File: src/rtl/bipr_pkg.sv
package bipr_pkg;

  localparam int PIX_W          = 8;
  localparam int WIDTH_FIELD_W  = 11;
  localparam int HEIGHT_FIELD_W = 13;
  localparam int CFG_DATA_W     = 13;
  localparam int CFG_INDEX_W    = 2;
  localparam int RESET_WIDTH    = 640;
  localparam int RESET_HEIGHT   = 480;

  localparam logic [CFG_INDEX_W-1:0] REG_IMAGE_WIDTH  = 2'd0;
  localparam logic [CFG_INDEX_W-1:0] REG_IMAGE_HEIGHT = 2'd1;

  localparam logic [PIX_W-1:0] PIX_FULL = 8'hff;
  localparam logic [PIX_W-1:0] PIX_ZERO = 8'h00;

  // Result queue between the window evaluation and the output port.
  localparam int QDEPTH = 2;
  localparam int QPW    = $clog2(QDEPTH);
  localparam int QCW    = $clog2(QDEPTH + 1);

  typedef enum logic {
    OP_PUSH  = 1'b0,
    OP_DRAIN = 1'b1
  } op_t;

  // Command handed from the front end to the evaluation stage.
  typedef struct packed {
    op_t              kind;
    logic             sel;         // line store that holds the emitted row
    logic             north_zero;
    logic             west_zero;
    logic             east_zero;
    logic             last;
    logic             fg;
    logic [PIX_W-1:0] south;
  } cmd_t;

  typedef struct packed {
    logic             removed;
    logic             fg;
    logic             last;
    logic [PIX_W-1:0] pixel;
  } result_t;

endpackage

File: src/rtl/bipr_front.sv
module bipr_front import bipr_pkg::*; #(
  parameter int MAX_WIDTH  = 1024,
  parameter int MAX_HEIGHT = 4096,
  parameter int CW         = $clog2(MAX_WIDTH)
) (
  input  logic                   clk,
  input  logic                   rst_n,
  input  logic                   in_valid,
  input  op_t                    in_op,
  input  logic [PIX_W-1:0]       in_pixel,
  input  logic                   stage_free,
  output logic                   in_ready,
  input  logic                   cfg_we,
  input  logic [CFG_INDEX_W-1:0] cfg_idx,
  input  logic [CFG_DATA_W-1:0]  cfg_wdata,
  output logic                   abort,
  output logic                   issue,
  output cmd_t                   cmd,
  output logic                   ram_rd_en,
  output logic [CW-1:0]          ram_addr_a,
  output logic [CW-1:0]          ram_addr_b,
  output logic [1:0]             ram_wr_en,
  output logic [CW-1:0]          ram_wr_addr,
  output logic [PIX_W-1:0]       ram_wr_data
);

  localparam int RW    = $clog2(MAX_HEIGHT + 1);
  localparam int WW    = $clog2(MAX_WIDTH + 1);
  localparam int CMPW  = ((WW > WIDTH_FIELD_W) ? WW : WIDTH_FIELD_W) + 1;
  localparam int CMPH  = ((RW > HEIGHT_FIELD_W) ? RW : HEIGHT_FIELD_W) + 1;
  localparam int RST_W = (RESET_WIDTH > MAX_WIDTH) ? MAX_WIDTH : RESET_WIDTH;
  localparam int RST_H = (RESET_HEIGHT > MAX_HEIGHT) ? MAX_HEIGHT : RESET_HEIGHT;

  logic [CW-1:0] col_r, col_nxt;
  logic [CW-1:0] out_col_r, out_col_nxt;
  logic [CW-1:0] last_col_r, last_col_nxt;
  logic [RW-1:0] row_r, row_nxt;
  logic [RW-1:0] last_row_r, last_row_nxt;
  logic          draining_r, draining_nxt;
  logic          fg_r, fg_nxt;

  logic          accept;
  logic          is_push;
  logic          is_drain;
  logic          at_row_end;
  logic          at_drain_end;
  logic [CMPW-1:0] w_ext;
  logic [CMPW-1:0] w_eff;
  logic [CMPH-1:0] h_ext;
  logic [CMPH-1:0] h_eff;

  assign accept       = in_valid & stage_free;
  assign in_ready     = stage_free;
  assign is_push      = accept & (in_op == OP_PUSH) & ~draining_r;
  assign is_drain     = accept & (in_op == OP_DRAIN) & draining_r;
  assign at_row_end   = (col_r == last_col_r);
  assign at_drain_end = (out_col_r == last_col_r);

  // Zero is taken as one; anything beyond the maximum saturates.
  always_comb begin
    w_ext = CMPW'(cfg_wdata[WIDTH_FIELD_W-1:0]);
    h_ext = CMPH'(cfg_wdata[HEIGHT_FIELD_W-1:0]);
    w_eff = w_ext;
    h_eff = h_ext;
    if (w_ext == '0) begin
      w_eff = CMPW'(1);
    end else if (w_ext > CMPW'(MAX_WIDTH)) begin
      w_eff = CMPW'(MAX_WIDTH);
    end
    if (h_ext == '0) begin
      h_eff = CMPH'(1);
    end else if (h_ext > CMPH'(MAX_HEIGHT)) begin
      h_eff = CMPH'(MAX_HEIGHT);
    end
  end

  always_comb begin
    col_nxt      = col_r;
    out_col_nxt  = out_col_r;
    last_col_nxt = last_col_r;
    row_nxt      = row_r;
    last_row_nxt = last_row_r;
    draining_nxt = draining_r;
    fg_nxt       = fg_r;
    abort        = 1'b0;
    if (cfg_we && (cfg_idx == REG_IMAGE_WIDTH || cfg_idx == REG_IMAGE_HEIGHT)) begin
      abort = 1'b1;
      if (cfg_idx == REG_IMAGE_WIDTH) begin
        last_col_nxt = CW'(w_eff - CMPW'(1));
      end else begin
        last_row_nxt = RW'(h_eff - CMPH'(1));
      end
      col_nxt      = '0;
      out_col_nxt  = '0;
      row_nxt      = '0;
      draining_nxt = 1'b0;
      fg_nxt       = 1'b0;
    end else if (is_push) begin
      fg_nxt = fg_r | (in_pixel != PIX_ZERO);
      if (at_row_end) begin
        col_nxt = '0;
        if (row_r == last_row_r) begin
          row_nxt      = '0;
          draining_nxt = 1'b1;
          out_col_nxt  = '0;
        end else begin
          row_nxt = row_r + RW'(1);
        end
      end else begin
        col_nxt = col_r + CW'(1);
      end
    end else if (is_drain) begin
      if (at_drain_end) begin
        out_col_nxt  = '0;
        draining_nxt = 1'b0;
        fg_nxt       = 1'b0;
      end else begin
        out_col_nxt = out_col_r + CW'(1);
      end
    end
  end

  always_ff @(posedge clk) begin
    if (!rst_n) begin
      col_r      <= '0;
      out_col_r  <= '0;
      last_col_r <= CW'(RST_W - 1);
      row_r      <= '0;
      last_row_r <= RW'(RST_H - 1);
      draining_r <= 1'b0;
      fg_r       <= 1'b0;
    end else begin
      col_r      <= col_nxt;
      out_col_r  <= out_col_nxt;
      last_col_r <= last_col_nxt;
      row_r      <= row_nxt;
      last_row_r <= last_row_nxt;
      draining_r <= draining_nxt;
      fg_r       <= fg_nxt;
    end
  end

  // A push in the first row only fills the line store.
  assign issue = (is_push & (row_r != '0)) | is_drain;

  always_comb begin
    cmd.kind       = is_drain ? OP_DRAIN : OP_PUSH;
    cmd.sel        = is_drain ? last_row_r[0] : ~row_r[0];
    cmd.north_zero = (row_r == RW'(1));
    cmd.west_zero  = (col_r == '0);
    cmd.east_zero  = at_row_end;
    cmd.last       = is_drain & at_drain_end;
    cmd.fg         = fg_r;
    cmd.south      = in_pixel;
  end

  // Both stores read at the same column; the store being refilled gives north.
  assign ram_rd_en    = accept;
  assign ram_addr_a   = is_drain ? out_col_r : col_r;
  assign ram_addr_b   = col_r + CW'(1);
  assign ram_wr_en[0] = is_push & ~row_r[0];
  assign ram_wr_en[1] = is_push & row_r[0];
  assign ram_wr_addr  = col_r;
  assign ram_wr_data  = in_pixel;

endmodule

File: config.mk
export PLATFORM = sky130hd
export DESIGN_NAME = bipr_front
export DESIGN_NICKNAME = d
export VERILOG_FILES = /design/src/rtl/bipr_pkg.sv /design/src/rtl/bipr_front.sv
export SDC_FILE = /design/constraint.sdc
export NUM_CORES = 1
export LEC_CHECK = 0
export BUFFER_PORTS_ARGS = -buffer_cell sky130_fd_sc_hd__buf_2
export CAP_MARGIN = 20
export CORE_UTILIZATION = 55
export CTS_BUF_LIST = sky130_fd_sc_hd__clkbuf_2
export CTS_CLUSTER_SIZE = 30
export DETAILED_ROUTE_END_ITERATION = 10
export PLACE_DENSITY_LB_ADDON = 0.15
export SYNTH_ARGS = -nofsm -noshare
export SYNTH_HDL_FRONTEND = slang
export SYNTH_SLANG_ARGS = --single-unit
File: constraint.sdc
create_clock -name clk -period 3.2 [get_ports clk]
set_input_delay 0.48 -clock clk [delete_from_list [all_inputs] [get_ports clk]]
set_output_delay 0.48 -clock clk [all_outputs]
set_load 0.005 [all_outputs]
Word level (Yosys, flattened, before mapping)
Cells that the tools add are included.
Storage, ports and cells
  register bits: 58
  bits of input ports: 29
  output and inout bits: 59
  logic and storage cells: 75
Operators by class
  $add $sub $neg: 5
  order comparisons: 2
  equality and inequality tests: 7
  mux-type cells: 21
  bitwise operators: 16
  reduce and logical (&&, ||, !) cells: 17
Operators by type and width (count)
  10-bit two-way mux: 9
  13-bit two-way mux: 3
  10-bit by 1-bit adder with 10-bit output, second input constant: 2
  10-bit equality test: 2
  13-bit by 1-bit adder with 13-bit output, second input constant: 1
  13-bit by 1-bit equality test with 1-bit output, second input constant: 1
  13-bit equality test: 1
  13-bit > comparator, second input constant: 1
  13-bit logical NOT: 1
  13-bit nonzero test: 1
  13-bit by 1-bit subtractor with 13-bit output, second input constant: 1
  11-bit > comparator, second input constant: 1
  11-bit logical NOT: 1
  10-bit logical NOT: 1
  10-bit by 1-bit subtractor with 10-bit output, second input constant: 1
  1-bit bitwise AND: 9
  1-bit two-way mux: 9
  2-bit AND reduction: 4
  8-bit nonzero test: 1
  1-bit inverter: 5
  2-bit by 1-bit inequality test with 1-bit output, second input constant: 2
  4-bit AND reduction: 1
  2-bit nonzero test: 2
  3-bit AND reduction: 1
  other kinds (6): 7

Longest topological paths before layout
  depth after elaboration: 5
  mapped depth: 13
  depth with buffers taken out: 12

Worst setup path after synthesis
Ideal clock, no wire load.
  path kind: input-to-reg
  start: input cfg_wdata[5]
  end: register last_col_r[6]
  setup time: 135 ps
  arrival time: 2464 ps
  data required time: 3065 ps
  slack: 601 ps
  stages on the path: 11
  buffers on the path: 2
  path through: clkbuf_1 > or3_1 > nor3_2 > a21oi_1 > or2_2 > ha_1 > clkbuf_1 > o21ai_0 > o21ai_0 > a221oi_1 > o21ai_0
Between the ends
  cells in the longest elaborated chain, start to end: 4
  elaborated cells between the ends (all ways): 5
  those cells by class: 1 x add/sub; 1 x order compare; 2 x mux; 1 x reduce/logical
Ends and longest elaborated chain
  from (decl): RTL line bipr_front.sv:15  | input logic [CFG_DATA_W-1:0] cfg_wdata,
  11-bit > comparator: RTL line bipr_front.sv:67  | end else if (w_ext > CMPW'(MAX_WIDTH)) begin
  10-bit two-way mux: RTL line bipr_front.sv:67
  10-bit two-way mux *: RTL line bipr_front.sv:65  | if (w_ext == '0) begin
  10-bit by 1-bit subtractor with 10-bit output *: RTL line bipr_front.sv:89  | last_col_nxt = CW'(w_eff - CMPW'(1));
  to (signal assigned): RTL line bipr_front.sv:127  | last_col_r <= CW'(RST_W - 1);
  to (signal assigned): RTL line bipr_front.sv:135  | last_col_r <= last_col_nxt;
  to (decl): RTL line bipr_front.sv:36  | logic [CW-1:0] last_col_r, last_col_nxt;
Every way passes the cells marked *; elsewhere a longest branch is shown, timed or not.
A chain may end at the register's enable or synchronous reset.

Final worst setup path
  start: register col_r[2] (netlist: ram_wr_addr[2])
  end: output ram_addr_b[9]
Between the ends
  cells in the longest elaborated chain, start to end: 1
Ends and longest elaborated chain
  from (decl): RTL line bipr_front.sv:34  | logic [CW-1:0] col_r, col_nxt;
  from (signal assigned): RTL line bipr_front.sv:133  | col_r <= col_nxt;
  10-bit by 1-bit adder with 10-bit output: RTL line bipr_front.sv:160  | assign ram_addr_b = col_r + CW'(1);
  to (decl): RTL line bipr_front.sv:21  | output logic [CW-1:0] ram_addr_b,
No other way between the ends.

==> impl_results.md <==
* Outcome: finished, violations left
* Failing checks: DRC
* Num CTS Buffers at 9
* Cells resized by post-CTS repair at 0
* Crit path kind: flip-flop to primary output
* FF+latch count, synth at 58
* Largest net degree at the start of global routing at 26
* Worst vdd ir at 0.285 mV
* Vias per cell at 5.84
* Pre-antenna DRT Iters at 7
* Seq/Total Area, Yosys at 0.309
* Class of the worst hold path: input port to flip-flop
* TritonCTS clock tree: built
* Least-Margin Pin Slew at 649 ps
* Top cell type by total area after synthesis: dfxtp_1
* Post-CTS Setup Bufs at 0
* Hold_buf cts at 0
* Final Max Tran Viols at 0
* GPL Wtd Cong at 0.888
* Min cycle time layout at 2860 ps
* ANT cells at 0
* MaxCap Viol Count at 0
* Initial antenna violation count at 0
* Initial core utilization at 0.582
* CP arrival at 2380 ps
* Die H at 84.7 µm
* Share of the synthesized area in the top cell type at 0.309
* Post-synth EDFFs at 0
* Iteration-0 DRC count of the detailed router at 203
* Tot Pwr at 1.39 mW
* Setup TNS Final at 0 ps
* Yosys Warn Count at 0
* Most frequent cells after synthesis: nand2_1, dfxtp_1, nor2_1, o21ai_0, a21oi_1
* CTS Sinks at 58
* Post-route ant nets at 0
* Top FF cell, synth: dfxtp_1
* Share of layout cells above drive strength 1 at 0.209
* # rows at 29
* Gr usage total at 0.281
* Core area at 6460 µm²
* # setup viols final at 0
* Skew final at 25.1 ps
* Required time worst endpoint at 2720 ps
* Buffers on Ports at 87
* Congestion Overflow GR at 0
* Leak pwr at 1.86 nW
* Routed vias at 3742
* DRC errors left at 10
* Area Overhead vs Synth at 11.0%
* Clock transition at the registers of the reported paths at 200 ps
* Final nets at 596
* CTS Root Cell: clkbuf_2
* Slew Limit Headroom at 0.566
* CP endpoint kind: primary output
* Vias in the first global route at 3403
* Average size of a mapped cell at 7.47 µm²
* DRT Wirelength at 9750 µm
* Distinct cell type count after synthesis at 51
* Drt wl/cell at 15.2 µm
* Most frequent cell after synthesis: nand2_1
* Worst setup SP type: flip-flop
* Cell Pwr Density at 334 nW/µm²
* Post-synthesis cell count at 503
* Syn Nets at 540
* Critical-path maximum fanout at 8
* Endpoints failing hold at 0
* First-pass GRT wire length at 16200 µm
* Die area at 7170 µm²
* Largest cells by area after synthesis: dfxtp_1, nand2_1, xnor2_1
* Deepest clock path buffer count at 2
* Final period util at 0.895
* Achievable Freq at 349 MHz
* Die width at 84.7 µm
* CTS H-tree lvls at 3
* Fraction of registers with async set/reset at 0
* DP Area at 4050 µm²
* Worst skew pair latency at 490 ps
* Post-route cell area at 4170 µm²
* RSZ-0062 raised after global routing: no
* I/O pins at 88
* HPWL after DPL at 7280 µm
* Mapped Area at 3760 µm²
## area by class of cell
cell class | instances | area, µm²
fillers | 602 | 2290
multi-input cells | 386 | 2270
flip-flops and latches | 58 | 1160
repair buffers | 94 | 488
well taps | 77 | 96.3
clock inverters | 6 | 66.3
clock buffers | 10 | 50.0
inverters | 10 | 37.5
## state kept, by name, indices dropped and copies added, names as in the netlist
name	count
draining_r	1
fg_r	1
ram_wr_addr	10
last_row_r	13
row_r	13
last_col_r	10
out_col_r	10
## worst max-delay path: stages, from the launching register on
cell and delay (ps):
dfxtp_1 430, buf_4 180, and3_1 240, and3_1 260
and3_1 260, and3_1 190, xor2_1 190, buf_2 140
## power breakdown
group	internal, mW	total [mW]	leakage (nW)	switching, mW
Sequential	0.737	0.752	0.470	0.0148
Combinational	0.0647	0.160	1.32	0.0955
Clock	0.184	0.483	0.0646	0.299
Total	0.986	1.39	1.86	0.409
## cell families after synthesis
| kind of cell | count (synthesis) | share of synthesized area |
|---|---|---|
| xor gates and xnor gates | 52 | 0.125 |
| and+or+nand+nor | 225 | 0.296 |
| adders and majority gates | 8 | 0.0266 |
| muxes | 2 | 0.00533 |
| buffers and inverters | 59 | 0.0866 |
| AOI/OAI and AO/OA | 99 | 0.152 |
| DFF | 58 | 0.309 |
## metal layers
layer  track usage  wire, µm  up-vias
li1              -         -     1840
met1         0.359      4330     1756
met2         0.482      4730      130
met3        0.0600       531       16
met4        0.0724       160        0
met5             0         0        -
## placed cells by master, fill, tap and decap left out, types with 3 or more instances in the layout
master      instances
nand2_1            88
and3_1             12
nor4_1              9
clkbuf_2           10
or4_1               3
nor3_1              7
inv_1              10
buf_4               7
and2_1              4
buf_2              87
xor2_1             24
nand4_1            14
nand2b_1            4
o31ai_1             4
nand3_1            13
o211ai_1            5
a21oi_1            34
or3_1              14
dfxtp_1            58
o21ai_0            37
xnor2_1            26
ha_1                8
a31oi_1             3
nand3b_1            9
clkinvlp_4          3
nor2_1             37
## metrics by stage
stage           util  hold WS [ps]  setup slack [ps]  cells
2_1_floorplan      -           457               601    503
3_3_place_gp   0.628           472               480    625
3_5_place_dp   0.628           481               433    625
4_1_cts        0.646           231               325    641
5_1_grt        0.646           224               136    641
6_report       0.646           261               337    641
## worst paths after layout
kind | start | endpoint | slack [ps] | cells past startpoint
min reg2reg | last_row_r[8] | last_row_r[8] | 510 | 2
max reg2reg | ram_wr_addr[6] | out_col_r[7] | 660 | 8
min | cfg_wdata[7] | last_col_r[7] | 260 | 3
max | ram_wr_addr[2] | ram_addr_b[9] | 340 | 7
No activity file was read; power rests on OpenSTA's default activity.
