$ cat src/rtl/bipr_pkg.sv
package bipr_pkg;

  localparam int PIX_W          = 8;
  localparam int WIDTH_FIELD_W  = 11;
  localparam int HEIGHT_FIELD_W = 13;
  localparam int CFG_DATA_W     = 13;
  localparam int CFG_INDEX_W    = 2;
  localparam int RESET_WIDTH    = 640;
  localparam int RESET_HEIGHT   = 480;

  localparam logic [CFG_INDEX_W-1:0] REG_IMAGE_WIDTH  = 2'd0;
  localparam logic [CFG_INDEX_W-1:0] REG_IMAGE_HEIGHT = 2'd1;

  localparam logic [PIX_W-1:0] PIX_FULL = 8'hff;
  localparam logic [PIX_W-1:0] PIX_ZERO = 8'h00;

  // Result queue between the window evaluation and the output port.
  localparam int QDEPTH = 2;
  localparam int QPW    = $clog2(QDEPTH);
  localparam int QCW    = $clog2(QDEPTH + 1);

  typedef enum logic {
    OP_PUSH  = 1'b0,
    OP_DRAIN = 1'b1
  } op_t;

  // Command handed from the front end to the evaluation stage.
  typedef struct packed {
    op_t              kind;
    logic             sel;         // line store that holds the emitted row
    logic             north_zero;
    logic             west_zero;
    logic             east_zero;
    logic             last;
    logic             fg;
    logic [PIX_W-1:0] south;
  } cmd_t;

  typedef struct packed {
    logic             removed;
    logic             fg;
    logic             last;
    logic [PIX_W-1:0] pixel;
  } result_t;

endpackage

$ cat src/rtl/bipr_queue.sv
module bipr_queue import bipr_pkg::*; (
  input  logic    clk,
  input  logic    rst_n,
  input  logic    push,
  input  result_t push_data,
  output logic    full,
  output logic    out_valid,
  input  logic    out_ready,
  output result_t out_data
);

  result_t        entry_r [QDEPTH];
  logic [QPW-1:0] wr_ptr_r, wr_ptr_nxt;
  logic [QPW-1:0] rd_ptr_r, rd_ptr_nxt;
  logic [QCW-1:0] count_r, count_nxt;
  logic           pop;

  assign full      = (count_r == QCW'(QDEPTH));
  assign out_valid = (count_r != '0);
  assign out_data  = entry_r[rd_ptr_r];
  assign pop       = out_valid & out_ready;

  always_comb begin
    wr_ptr_nxt = wr_ptr_r;
    rd_ptr_nxt = rd_ptr_r;
    count_nxt  = count_r;
    if (push) begin
      wr_ptr_nxt = (wr_ptr_r == QPW'(QDEPTH - 1)) ? '0 : wr_ptr_r + QPW'(1);
    end
    if (pop) begin
      rd_ptr_nxt = (rd_ptr_r == QPW'(QDEPTH - 1)) ? '0 : rd_ptr_r + QPW'(1);
    end
    if (push && !pop) begin
      count_nxt = count_r + QCW'(1);
    end else if (pop && !push) begin
      count_nxt = count_r - QCW'(1);
    end
  end

  always_ff @(posedge clk) begin
    if (!rst_n) begin
      wr_ptr_r <= '0;
      rd_ptr_r <= '0;
      count_r  <= '0;
    end else begin
      wr_ptr_r <= wr_ptr_nxt;
      rd_ptr_r <= rd_ptr_nxt;
      count_r  <= count_nxt;
    end
  end

  always_ff @(posedge clk) begin
    if (push) begin
      entry_r[wr_ptr_r] <= push_data;
    end
  end

endmodule

$ cat src/rtl/bipr_back.sv
module bipr_back import bipr_pkg::*; (
  input  logic                  clk,
  input  logic                  rst_n,
  input  logic                  issue,
  input  cmd_t                  cmd,
  input  logic                  abort,
  input  logic [1:0][PIX_W-1:0] rd_a,
  input  logic [1:0][PIX_W-1:0] rd_b,
  output logic                  stage_free,
  output logic                  out_valid,
  input  logic                  out_ready,
  output result_t               out_data
);

  logic             s1_valid_r, s1_valid_nxt;
  cmd_t             s1_cmd_r;
  logic [PIX_W-1:0] prev_center_r;
  logic             removed_r, removed_nxt;

  logic             q_full;
  logic             q_push;
  logic [PIX_W-1:0] center;
  logic [PIX_W-1:0] north;
  logic [PIX_W-1:0] west;
  logic [PIX_W-1:0] east;
  logic             interior;
  result_t          res;

  // The store words stay put until the next accepted word, so a stalled
  // entry in this stage still sees its own neighborhood.
  assign q_push       = s1_valid_r & ~q_full;
  assign stage_free   = ~s1_valid_r | ~q_full;
  assign s1_valid_nxt = stage_free ? issue : s1_valid_r;

  always_comb begin
    center   = rd_a[s1_cmd_r.sel];
    north    = s1_cmd_r.north_zero ? PIX_ZERO : rd_a[~s1_cmd_r.sel];
    west     = s1_cmd_r.west_zero ? PIX_ZERO : prev_center_r;
    east     = s1_cmd_r.east_zero ? PIX_ZERO : rd_b[s1_cmd_r.sel];
    interior = (s1_cmd_r.kind == OP_PUSH) && (center != PIX_ZERO) &&
               ((north & s1_cmd_r.south & west & east) == PIX_FULL);
    res.pixel   = interior ? PIX_ZERO : center;
    res.last    = s1_cmd_r.last;
    res.fg      = s1_cmd_r.last & s1_cmd_r.fg;
    res.removed = s1_cmd_r.last & removed_r;
  end

  always_comb begin
    removed_nxt = removed_r;
    if (abort) begin
      removed_nxt = 1'b0;
    end else if (q_push) begin
      if (s1_cmd_r.last) begin
        removed_nxt = 1'b0;
      end else if (interior) begin
        removed_nxt = 1'b1;
      end
    end
  end

  always_ff @(posedge clk) begin
    if (!rst_n) begin
      s1_valid_r <= 1'b0;
      removed_r  <= 1'b0;
    end else begin
      s1_valid_r <= s1_valid_nxt;
      removed_r  <= removed_nxt;
    end
  end

  always_ff @(posedge clk) begin
    if (stage_free && issue) begin
      s1_cmd_r <= cmd;
    end
    if (q_push && s1_cmd_r.kind == OP_PUSH) begin
      prev_center_r <= center;
    end
  end

  bipr_queue u_queue (
    .clk       (clk),
    .rst_n     (rst_n),
    .push      (q_push),
    .push_data (res),
    .full      (q_full),
    .out_valid (out_valid),
    .out_ready (out_ready),
    .out_data  (out_data)
  );

endmodule

$ cat config.mk
export PLATFORM = sky130hd
export DESIGN_NAME = bipr_back
export DESIGN_NICKNAME = d
export VERILOG_FILES = /design/src/rtl/bipr_pkg.sv /design/src/rtl/bipr_queue.sv /design/src/rtl/bipr_back.sv
export SDC_FILE = /design/constraint.sdc
export NUM_CORES = 1
export LEC_CHECK = 0
export ABC_AREA = 1
export BUFFER_PORTS_ARGS = -buffer_cell sky130_fd_sc_hd__clkbuf_2
export CORE_MARGIN = 4
export CORE_UTILIZATION = 35
export DETAILED_ROUTE_END_ITERATION = 16
export HOLD_SLACK_MARGIN = 0.06
export PLACE_DENSITY = 0.66
export SETUP_SLACK_MARGIN = 0.4
export SLEW_MARGIN = 20
export SYNTH_ARGS = -nofsm -noshare
export SYNTH_HDL_FRONTEND = slang
export SYNTH_SLANG_ARGS = --single-unit
$ cat constraint.sdc
create_clock -name clk -period 1.64 [get_ports clk]
set_input_delay 0.164 -clock clk [delete_from_list [all_inputs] [get_ports clk]]
set_output_delay 0.164 -clock clk [all_outputs]
set_load 0.01 [all_outputs]
# Word-level counts from Yosys, hierarchy flattened
# Memory sizes are Yosys's and may differ from the RTL's. A register that Yosys moved wholly into a read port is not among the register bits.
# Index checks and enable logic that the tools add are counted.
# classes
addsub,4
order_cmp,2
n_eq_ne,2
mux,20
bitwise,13
reduce_logical,14
# op_table
op,count
$mux 8,10
$and 8x8->8,3
$eq 8x8->1 const B,1
$mux 1,8
$reduce_bool 8->1,1
$logic_and 1x1->1,6
$reduce_bool 2->1,3
$not 1->1,5
$and 1x1->1,4
$lt 1x2->1 const B,2
$mux 2,2
$add 1x1->1 const B,2
$add 2x1->2 const B,1
$eq 2x2->1 const B,1
$logic_not 1->1,2
$reduce_and 2->1,1
$reduce_or 2->1,1
$sub 2x1->2 const B,1
$or 1x1->1,1
# totals
reg_bits,29
ramBits,22
in_bits,52
output_inout_bits,13
elab_cells,70
memories,1
# mem_list
name,words,width,read_ports,rd_clocked_by_memory_dff,write_ports,line_no,source
u_queue.entry_r,2,11,1,1,1,bipr_queue.sv:12,result_t entry_r [QDEPTH];

# Longest topological paths before layout
# Gate-level depths: netlist (run 1).
# logic_depth
depth_word,11
depth_mapped,10
ltp_nobuf,8

# Cells and area by module
# From an unflattened synthesis (run 1), not the netlist that was laid out.
# unflattened
hier_cells,218
area_unflattened_um2,2308.5
# modules_own_cells
mod,instances,cells_each,area_each_um2,seq_area_each_um2
bipr_back,1,148,1237.4,730.7
bipr_queue,1,70,1071.0,760.7

# Least setup slack after synthesis (run 1)
# No wires, ideal clock.
# synth_timing
kind,reg-to-reg
startpoint,register u_queue.count_r[1]
endpoint,register u_queue.count_r[1]
setup_ns,0.119
arrival_ns,1.344
t_required_ns,1.521
setup_slack_ns,0.177
path_stages_with_launch,9
n_path_buf,0
period_less_slack_ns,1.463
cell_sequence,dfxtp_1 > inv_2 > o21ai_1 > inv_2 > ha_1 > a21oi_1 > o21ai_1 > o21ai_0 > a21oi_1
# synth_via
elab_chain_len,6
elab_cells_between_ends,14
classes_between,add/sub: 2; eq/ne: 1; mux: 2; bitwise: 3; reduce/logical: 6
# synth_lines
element,line_no,source
"start, declared",bipr_queue.sv:15,"logic [QCW-1:0] count_r, count_nxt;"
"start signal, assigned",bipr_queue.sv:48,count_r <= count_nxt;
$eq 2x2->1 *,bipr_queue.sv:18,assign full = (count_r == QCW'(QDEPTH));
$not 1->1 *,bipr_back.sv:31,assign q_push = s1_valid_r & ~q_full;
$and 1x1->1 *,bipr_back.sv:31,
via q_push,bipr_back.sv:21,logic q_push;
$logic_not 1->1,bipr_queue.sv:35,end else if (pop && !push) begin
$logic_and 1x1->1,bipr_queue.sv:35,
$reduce_bool 2->1 (no source line),--,
# The timed path passes the listed nets; every way through them passes the cells marked *. The select of a mux whose other input is x is not followed.
# A chain may end at the register's enable or synchronous reset.

==> results of run 1 <==
==> final timing paths <==
| path | end | slack (ns) | depth (start not counted) |
|---|---|---|---|
| hold / removal | removed_r | 0.11 | 3 |
| setup reg to reg | u_queue.entry_r[0][6] | 0.08 | 10 |
| setup / recovery | u_queue.entry_r[0][6] | 0.08 | 10 |
| hold reg to reg | removed_r | 0.47 | 2 |
==> kinds of logic after synthesis <==
group | share of synthesized area
adder cells (fa/ha/maj) | 0.00548
flip-flops | 0.653
buffers and inverters | 0.0701
AND/OR/NAND/NOR | 0.187
multiplexers | 0.0542
AO/OA/AOI/OAI | 0.0258
XOR/XNOR | 0.00384
==> worst reg2reg max path: stages (launching register included) <==
cell      delay (ns)
edfxtp_1        0.38
buf_6           0.17
clkinv_8        0.08
nand2_2         0.09
nand2_2         0.06
nand2_1         0.06
nor2_1          0.04
nand2_1         0.07
and3_4          0.19
buf_12          0.14
nor2_4          0.05
==> power by group through the flow <==
stage | Sequential (W) | Combinational (W) | Clock (W)
after CTS | 0.00168 | 0.000991 | 0.000872
after floorplan | 0.00168 | 0.000463 | 0
after detailed placement | 0.00172 | 0.000691 | 0
after global placement | 0.00172 | 0.000675 | 0
final | 0.00169 | 0.00117 | 0.000849
after global routing | 0.00171 | 0.00126 | 0.000924
==> cell usage in the layout, fill, tap and decap left out, types with 3 or more instances in the layout <==
master	n
clkbuf_2	54
edfxtp_1	45
nand2_1	37
inv_1	29
nand2_2	18
nor2_1	17
buf_4	17
dlygate4sd3_1	15
buf_6	13
mux2_4	11
nor2_2	6
nor2_4	5
clkbuf_8	5
dfxtp_1	4
nand3_1	3
nand4_1	3
nand2_4	3
a21oi_1	3
==> layer usage <==
metal,track usage,vias up
met4,0.0591,0
met2,0.239,48
li1,-,905
met1,0.152,815
met3,0.0317,12
met5,0,-
==> what timing repair did <==
action                                 CTS  global route
buffers inserted                        13             2
gates resized for setup                 32            40
gates cloned                             2             2
pin swaps                                9             5
hold buffers                            15             0
endpoints found under the hold margin   15             0
setup endpoints to repair               45            55
==> final cells by class <==
class	count	area [um2]
multi-input combinational	120	792
timing repair buffer	105	774
fill	544	2920
inverter	34	149
sequential	52	1500
timing repair inverter	1	11.3
clock buffer	6	72.6
tap	77	96.3
clock inverter	2	35.0
==> stage by stage <==
| step | power, W | instance area (um2) | util |
|---|---|---|---|
| after floorplan | 0.00214 | 2320 | - |
| after global placement | 0.00240 | 2780 | 0.438 |
| after detailed placement | 0.00241 | 2780 | 0.438 |
| after CTS | 0.00354 | 3280 | 0.516 |
| after global routing | 0.00389 | 3430 | 0.540 |
| final | 0.00371 | 3430 | 0.540 |
==> state kept, by name, summed over array words and instances, names as in the netlist, named ones only <==
signal            cells
u_queue.entry_r      22
s1_cmd_r             14
prev_center_r         8
u_queue.count_r       2
removed_r             1
res                   1
s1_valid_r            1
u_queue.rd_ptr_r      1
u_queue.wr_ptr_r      1
==> results.py, run 1 <==
metrics = {
    "power": {
        "switching_share": 0.273,
        "p_int_w": 0.00270,
        "power_switching_w": 0.00101,
        "power_frac_comb": 0.315,
        "p_seq_frac": 0.456,
        "pwr-share-clk": 0.229,
        "irDropWorstVdd_mv": 0.557,
        "power_density_mw_per_mm2": 1080,
        "p_leak_nw": 1.52,
    },
    "worst_setup_path": {
        "slowest_stage": "edfxtp_1",
        "startpoint": "s1_cmd_r[13]",
        "start_kind": "flip-flop",
        "path_buf_inv": 3,
        "required_ns": 1.71,
        "crit_fanout": 8,
        "rr_startpoint": "s1_cmd_r[13]",
        "crit_path_end_kind": "flip-flop",
        "crit_chain": "buf_6 -> clkinv_8 -> nand2_2 -> nand2_2 -> nand2_1 -> nor2_1 -> nand2_1 -> and3_4 -> buf_12 -> nor2_4",
        "crit_type": "flip-flop to flip-flop",
        "cp_top_family": "simple AND/OR/NAND/NOR gates",
        "max_stage_delay_ns": 0.38,
        "arrival_ns": 1.62,
    },
    "floorplanning": {
        "rows": 29,
        "die_area_mm2": 0.00788,
        "die_h_um": 88.8,
        "coreArea_mm2": 0.00635,
        "die_w_um": 88.8,
        "pin_count": 65,
        "start_util": 0.360,
    },
    "timing": {
        "max_slew_margin": 0.870,
        "whs_ns": 0.114,
        "fin_crit_sh": 0.949,
        "final.setup.tns_ns": 0,
        "finalCriticalPeriod_ns": 1.56,
        "max_freq_mhz": 643,
        "slew_viol_final": 0,
        "rsz0062_at_grt": "yes",
        "tightest_slew_ns": 0.193,
        "finalHoldViolCount": 0,
        "setup_viol": 0,
        "worst_clock_skew_ns": 0.0100,
        "fin_ws_ns": 0.0844,
    },
    "cts": {
        "insertion_delay_ns": 0.30,
        "cts_made_buffers": 5,
        "cts.root.buffer_cell": "clkbuf_8",
        "cts_tree": "yes",
        "clock-sinks": 52,
        "clkSlewWorstSetupHoldPaths_ns": 0.09,
        "clock_path_buffers": 2,
        "htree_levels": 2,
    },
    "run_status": {
        "outcome": "complete, no violations",
    },
    "routing": {
        "drtIter0Drc": 90,
        "detail-route-antenna-nets": 0,
        "route.met3.wl_um": 252,
        "dr.max_layer_used": "met4",
        "routed-wl-met2_um": 2610,
        "drc": 0,
        "firstDrtPassIters": 4,
        "wl_met1_um": 2060,
        "via_per_inst": 4.48,
        "finalWirelength_um": 5020,
        "wl_per_cell_um": 12.7,
        "num_vias": 1780,
    },
    "yosys": {
        "synth_cell_type_count": 22,
        "synth_edf_count": 45,
        "ys.flop_type": "edfxtp_1",
        "yosysTopAreaCellShare": 0.592,
        "yosysMostFrequentCell": "nand2_1",
        "yosysWarnings": 0,
        "yosys.area.top_type": "edfxtp_1",
        "synth_area_mm2": 0.00228,
        "syn_avg_cell_area_um2": 10.9,
        "synth.net_count": 262,
        "netlist_top_cells_area": "edfxtp_1 59%, nand2_1 7.6%, dfxtp_1 6.1%, mux2_2 5.4%, inv_1 5.1%",
        "synth_cells": 209,
        "ys_ff_latch": 52,
        "postSynth.asyncResetShare": 0,
        "ys_seq_area_frac": 0.653,
        "synth_common_cells": "46 x nand2_1, 45 x edfxtp_1, 31 x inv_1",
    },
    "final_layout": {
        "stdcell_count": 397,
        "area_growth_pct": 50.2,
        "n_antenna_cell": 0,
        "layout-drive-gt1-share": 0.491,
        "layout.nets": 372,
    },
    "placement": {
        "io_buffers": 64,
        "post-place-cells": 355,
        "dpl.hpwl_um": 3410,
        "gp_congestion": 0.767,
        "place_ws_ns": 0.0882,
    },
    "min_path": {
        "hp-class": "input pin to flip-flop",
        "min_from": "abort",
    },
    "grt": {
        "grt_max_degree": 16,
        "grt_use_total": 0.134,
        "grt_antenna_before_repair": 0,
        "grt_pass1_vias": 1837,
        "grt_pass1_wl_um": 7970,
        "grt_overflow": 0,
    },
    "run": {
        "max_cap_violations": 0,
    },
}
(Power assumes the default switching activity.)
==> run 2, diff against run 1 <==
--- a/config.mk
+++ b/config.mk
@@ -7,11 +7,13 @@
 export LEC_CHECK = 0
 export ABC_AREA = 1
 export BUFFER_PORTS_ARGS = -buffer_cell sky130_fd_sc_hd__clkbuf_2
+export CELL_PAD_IN_SITES_DETAIL_PLACEMENT = 1
+export CELL_PAD_IN_SITES_GLOBAL_PLACEMENT = 1
 export CORE_MARGIN = 4
 export CORE_UTILIZATION = 35
 export DETAILED_ROUTE_END_ITERATION = 16
 export HOLD_SLACK_MARGIN = 0.06
-export PLACE_DENSITY = 0.66
+export PLACE_DENSITY = 0.8
 export SETUP_SLACK_MARGIN = 0.4
 export SLEW_MARGIN = 20
 export SYNTH_ARGS = -nofsm -noshare
==> run 2 against run 1 <==
Net effect:
- the flow now finishes with violations (negative setup slack)
- wire length rose by 43%
- cell area up 5.2%
- register-to-register slack got worse by 0.13 ns
- clock skew about the same
- power rose by 3.1%
- sequential share of layout area down 2.0 points
- worst hold slack improved by 0.013 ns
- die area unchanged
- global-route usage is 3.0 points higher
- count of clock-buffer cells in the layout is 1 higher
==> results.py, run 2 (synthesis gave the netlist of run 1 again) <==
metrics = {
    "cts": {
        "cts_made_buffers": 5,
        "cts_tree": "yes",
        "insertion_delay_ns": 0.31,
        "clock-sinks": 52,
        "clock_path_buffers": 2,
        "clkSlewWorstSetupHoldPaths_ns": 0.08,
        "cts.root.buffer_cell": "clkbuf_8",
        "htree_levels": 2,
    },
    "floorplanning": {
        "start_util": 0.360,
        "pin_count": 65,
        "die_area_mm2": 0.00788,
        "die_h_um": 88.8,
        "coreArea_mm2": 0.00635,
        "rows": 29,
        "die_w_um": 88.8,
    },
    "worst_setup_path": {
        "required_ns": 1.70,
        "crit_fanout": 8,
        "crit_path_end_kind": "flip-flop",
        "crit_type": "flip-flop to flip-flop",
        "start_kind": "flip-flop",
        "arrival_ns": 1.75,
    },
    "routing": {
        "num_vias": 1883,
        "finalWirelength_um": 7190,
        "wl_per_cell_um": 18.0,
        "firstDrtPassIters": 4,
        "detail-route-antenna-nets": 0,
        "drtIter0Drc": 72,
        "via_per_inst": 4.72,
        "drc": 0,
    },
    "final_layout": {
        "final_cell_mix": "53 x clkbuf_2, 45 x edfxtp_1, 31 x nand2_1",
        "layout.nets": 374,
        "mostFrequentLayoutCell": "clkbuf_2",
        "regMostFlops": "u_queue.entry_r",
        "fin_util": 0.568,
        "top_regs": "u_queue.entry_r: 22 flops, s1_cmd_r: 14 flops, prev_center_r: 8 flops",
        "largest_reg_flops": 22,
        "layout-drive-gt1-share": 0.528,
        "n_antenna_cell": 0,
        "fillCellCount": 652,
        "area_growth_pct": 58.0,
    },
    "grt": {
        "grt_max_degree": 17,
        "grt_overflow": 0,
        "grt_antenna_before_repair": 0,
        "grt_pass1_wl_um": 9590,
        "grt_use_total": 0.165,
        "grt_pass1_vias": 2072,
    },
    "run_status": {
        "outcome": "complete, but fails checks",
        "violations": "negative setup slack",
    },
    "placement": {
        "io_buffers": 64,
        "place_ws_ns": 0.0296,
        "gp_congestion": 0.812,
        "dpl.hpwl_um": 4140,
    },
    "timing": {
        "finalCriticalPeriod_ns": 1.68,
        "max_slew_margin": 0.851,
        "fin_crit_sh": 1.03,
        "rsz0062_at_grt": "yes",
        "final.setup.tns_ns": -0.465,
        "slew_viol_final": 0,
        "max_freq_mhz": 594,
        "setup_viol": 16,
        "finalHoldViolCount": 0,
        "worst_clock_skew_ns": 0.0102,
        "whs_ns": 0.127,
        "fin_ws_ns": -0.0441,
        "tightest_slew_ns": 0.222,
    },
    "power": {
        "power_density_mw_per_mm2": 1060,
        "irDropWorstVdd_mv": 0.692,
        "p_leak_nw": 1.59,
        "power_w": 0.00383,
    },
    "run": {
        "max_cap_violations": 0,
    },
    "min_path": {
        "hp-class": "input pin to flip-flop",
    },
}
run 2: changes by cell type in the layout (fill, tap and decap cells not counted), sizes merged:
cell	change
buf	+3
bufinv	-1
run 2: where the power goes:
| group | switching (W) | internal, W | total [W] |
|---|---|---|---|
| clock network | 0.000400 | 0.000346 | 0.000747 |
| registers | 0.000105 | 0.00162 | 0.00173 |
| logic | 0.000645 | 0.000708 | 0.00135 |
run 2: metrics by stage:
| step | cell area, um2 | std cells |
|---|---|---|
| after global routing | 3610 | 399 |
| after detailed placement | 2800 | 357 |
| after global placement | 2800 | 357 |
| after CTS | 3260 | 392 |
| final | 3610 | 399 |
| after floorplan | 2320 | 209 |
run 2: layout make-up:
class,count,area [um2],area share
Clock inverter,1,8.76,0.00243
Inverter,34,156,0.0433
Multi-Input combinational cell,120,912,0.253
Sequential cell,52,1500,0.417
Timing Repair Buffer,107,833,0.231
Timing Repair inverter,1,11.3,0.00312
Tap cell,77,96.3,0.0267
Clock buffer,7,86.3,0.0239
run 2: layer usage:
layer	GRT usage	wire, um	vias to the layer above	part of all wire
li1	-	-	903	-
met1	0.173	2680	923	0.37
met2	0.316	4140	47	0.58
met3	0.0345	274	10	0.038
met4	0.0632	99	0	0.014
met5	0	0	-	0
run 2: final timing paths:
path	from	to	slack [ns]	depth (start not counted)
max	s1_cmd_r[13]	u_queue.entry_r[0][6]	-0.04	9
min	abort	removed_r	0.13	3
max reg2reg	s1_cmd_r[13]	u_queue.entry_r[0][6]	-0.04	9
min reg2reg	removed_r	removed_r	0.50	2
run 2: repair_timing:
action	CTS	global route
resized for setup	29	88
setup endpoints to repair	45	77
pin swaps	5	14
buffers inserted	10	5
hold buffers	15	0
gates cloned	2	2
endpoints found under the hold margin	15	0
run 2: worst max-delay path, stage by stage, from the launching register on:
cell and delay, ns:
edfxtp_1 0.43, buf_2 0.18, nand2_1 0.15, nand2_4 0.10, nand2_2 0.07, nor2_2 0.04, nand2_2 0.07, and3_4 0.19
buf_12 0.15, nor2_2 0.06
==> run 3, diff against run 2 <==
--- a/config.mk
+++ b/config.mk
@@ -9,6 +9,7 @@
 export BUFFER_PORTS_ARGS = -buffer_cell sky130_fd_sc_hd__clkbuf_2
 export CELL_PAD_IN_SITES_DETAIL_PLACEMENT = 1
 export CELL_PAD_IN_SITES_GLOBAL_PLACEMENT = 1
+export CORE_ASPECT_RATIO = 0.8
 export CORE_MARGIN = 4
 export CORE_UTILIZATION = 35
 export DETAILED_ROUTE_END_ITERATION = 16
==> run 3 against run 2 <==
Net effect:
- power down 1.6%
- die area rose by 0.11%
- clock skew rose by 0.0027 ns
- via count down 3.5%
- critical path depth is 1 higher
- maximum frequency up 5.6%
- sequential power about the same
- the run now ends clean
- sequential share of layout area is 0.97 points higher
- combinational power is 12% lower
- cell area shrank 2.4%
- highest routed layer unchanged
- core utilization down 1.6 points
- critical endpoint is now u_queue.entry_r[1][4]
- flip-flop and latch count unchanged
==> results.py, run 3 (synthesis gave the netlist of run 1 again) <==
metrics = {
    "worst_setup_path": {
        "start_kind": "flip-flop",
        "required_ns": 1.71,
        "crit_type": "flip-flop to flip-flop",
        "arrival_ns": 1.67,
        "crit_path_end_kind": "flip-flop",
        "crit_fanout": 8,
    },
    "floorplanning": {
        "rows": 26,
        "start_util": 0.358,
        "pin_count": 65,
        "die_h_um": 80.2,
        "die_w_um": 98.3,
        "die_area_mm2": 0.00789,
        "coreArea_mm2": 0.00638,
    },
    "timing": {
        "setup_viol": 0,
        "finalCriticalPeriod_ns": 1.59,
        "finalHoldViolCount": 0,
        "whs_ns": 0.102,
        "slew_viol_final": 0,
        "max_freq_mhz": 627,
        "worst_clock_skew_ns": 0.0129,
        "tightest_slew_ns": 0.278,
        "rsz0062_at_grt": "yes",
        "fin_crit_sh": 0.972,
        "max_slew_margin": 0.814,
    },
    "run": {
        "max_cap_violations": 0,
    },
    "placement": {
        "post-place-cells": 365,
        "dpl.hpwl_um": 4140,
        "gp_congestion": 0.797,
        "io_buffers": 64,
    },
    "final_layout": {
        "fin_util": 0.552,
        "regMostFlops": "u_queue.entry_r",
        "layout-drive-gt1-share": 0.505,
        "mostFrequentLayoutCell": "clkbuf_2",
        "top_regs": "u_queue.entry_r: 22 flops, s1_cmd_r: 14 flops, prev_center_r: 8 flops",
        "stdcell_count": 403,
        "area_growth_pct": 54.2,
        "n_antenna_cell": 0,
        "layout.nets": 371,
        "largest_reg_flops": 22,
        "final_cell_mix": "53 x clkbuf_2, 45 x edfxtp_1, 34 x nand2_1",
    },
    "run_status": {
        "outcome": "complete, no violations",
    },
    "min_path": {
        "hp-class": "input pin to flip-flop",
    },
    "routing": {
        "drc": 0,
        "wl_per_cell_um": 15.4,
        "firstDrtPassIters": 4,
        "detail-route-antenna-nets": 0,
        "finalWirelength_um": 6200,
        "drtIter0Drc": 77,
        "via_per_inst": 4.51,
        "num_vias": 1817,
    },
    "grt": {
        "grt_overflow": 0,
        "grt_antenna_before_repair": 0,
        "grt_max_degree": 17,
        "use_met2": 0.294,
        "top_usage_layer": "met2",
        "grt_use_met1": 0.183,
        "grt_use_met3": 0.0313,
        "grt_pass1_vias": 1941,
        "grt_use_total": 0.157,
        "grt_pass1_wl_um": 9460,
    },
    "cts": {
        "cts_tree": "yes",
        "cts.root.buffer_cell": "clkbuf_8",
        "htree_levels": 2,
        "insertion_delay_ns": 0.31,
        "cts_made_buffers": 5,
        "clock_path_buffers": 2,
        "clkSlewWorstSetupHoldPaths_ns": 0.10,
        "clock-sinks": 52,
    },
    "power": {
        "power_density_mw_per_mm2": 1070,
        "p_leak_nw": 1.54,
        "irDropWorstVdd_mv": 0.508,
    },
}
[run 3: worst paths after layout]
path / start / slack [ns] / depth (start not counted) / endpoint
max reg2reg: s1_cmd_r[13] / 0.05 / 10 / u_queue.entry_r[1][4]
min reg2reg: removed_r / 0.47 / 2 / removed_r
max: s1_cmd_r[13] / 0.05 / 10 / u_queue.entry_r[1][4]
min: abort / 0.10 / 3 / removed_r
[run 3: what timing repair did]
action                                 CTS  global route
hold buffers                            14             1
setup endpoints to repair               53            77
gates cloned                             3             2
pin swaps                                3             7
buffers inserted                         9             1
endpoints found under the hold margin   14             1
resized for setup                       41            55
[run 3: stage by stage]
step / TNS (ns) / area [um2] / power [W] / worst slack (ns)
global route: -0.304 / 3520 / 0.00395 / -0.0281
detailed placement: 0 / 2810 / 0.00245 / 0.0491
floorplan: 0 / 2320 / 0.00214 / 0.259
global placement: 0 / 2810 / 0.00241 / 0.124
finish: 0 / 3520 / 0.00376 / 0.0453
CTS: 0 / 3320 / 0.00356 / 0.0939
[run 3: routing by layer]
layer | routed length (um) | part of all wire | vias up
li1 | - | - | 901
met1 | 2590 | 0.42 | 870
met2 | 3340 | 0.54 | 39
met3 | 190 | 0.031 | 7
met4 | 76 | 0.012 | 0
met5 | 0 | 0 | -
[run 3: report_power, final]
part | switching [W] | total [W] | internal [W] | leakage [nW]
combinational | 0.000552 | 0.00119 | 0.000638 | 1.01
sequential | 0.0000888 | 0.00171 | 0.00162 | 0.479
clock | 0.000407 | 0.000868 | 0.000461 | 0.0558
[run 3: layout make-up]
cell class                      count  area (um2)
Inverter                           34         151
Clock inverter                      2        38.8
Clock buffer                        6        72.6
Timing Repair inverter              1        8.76
Timing Repair Buffer              104         791
Multi-Input combinational cell    120         852
Fill cell                         682        2860
Tap cell                           84         105
Sequential cell                    52        1500
[run 3: worst max-delay path, stage by stage, from the launching register on]
cell and delay, ns:
edfxtp_1 0.38, buf_6 0.17, clkinv_8 0.09, nand2_4 0.09, nand2_4 0.06, nand2_2 0.06
nor2_1 0.04, nand2_1 0.08, and3_4 0.20, buf_12 0.15, nor2_2 0.05
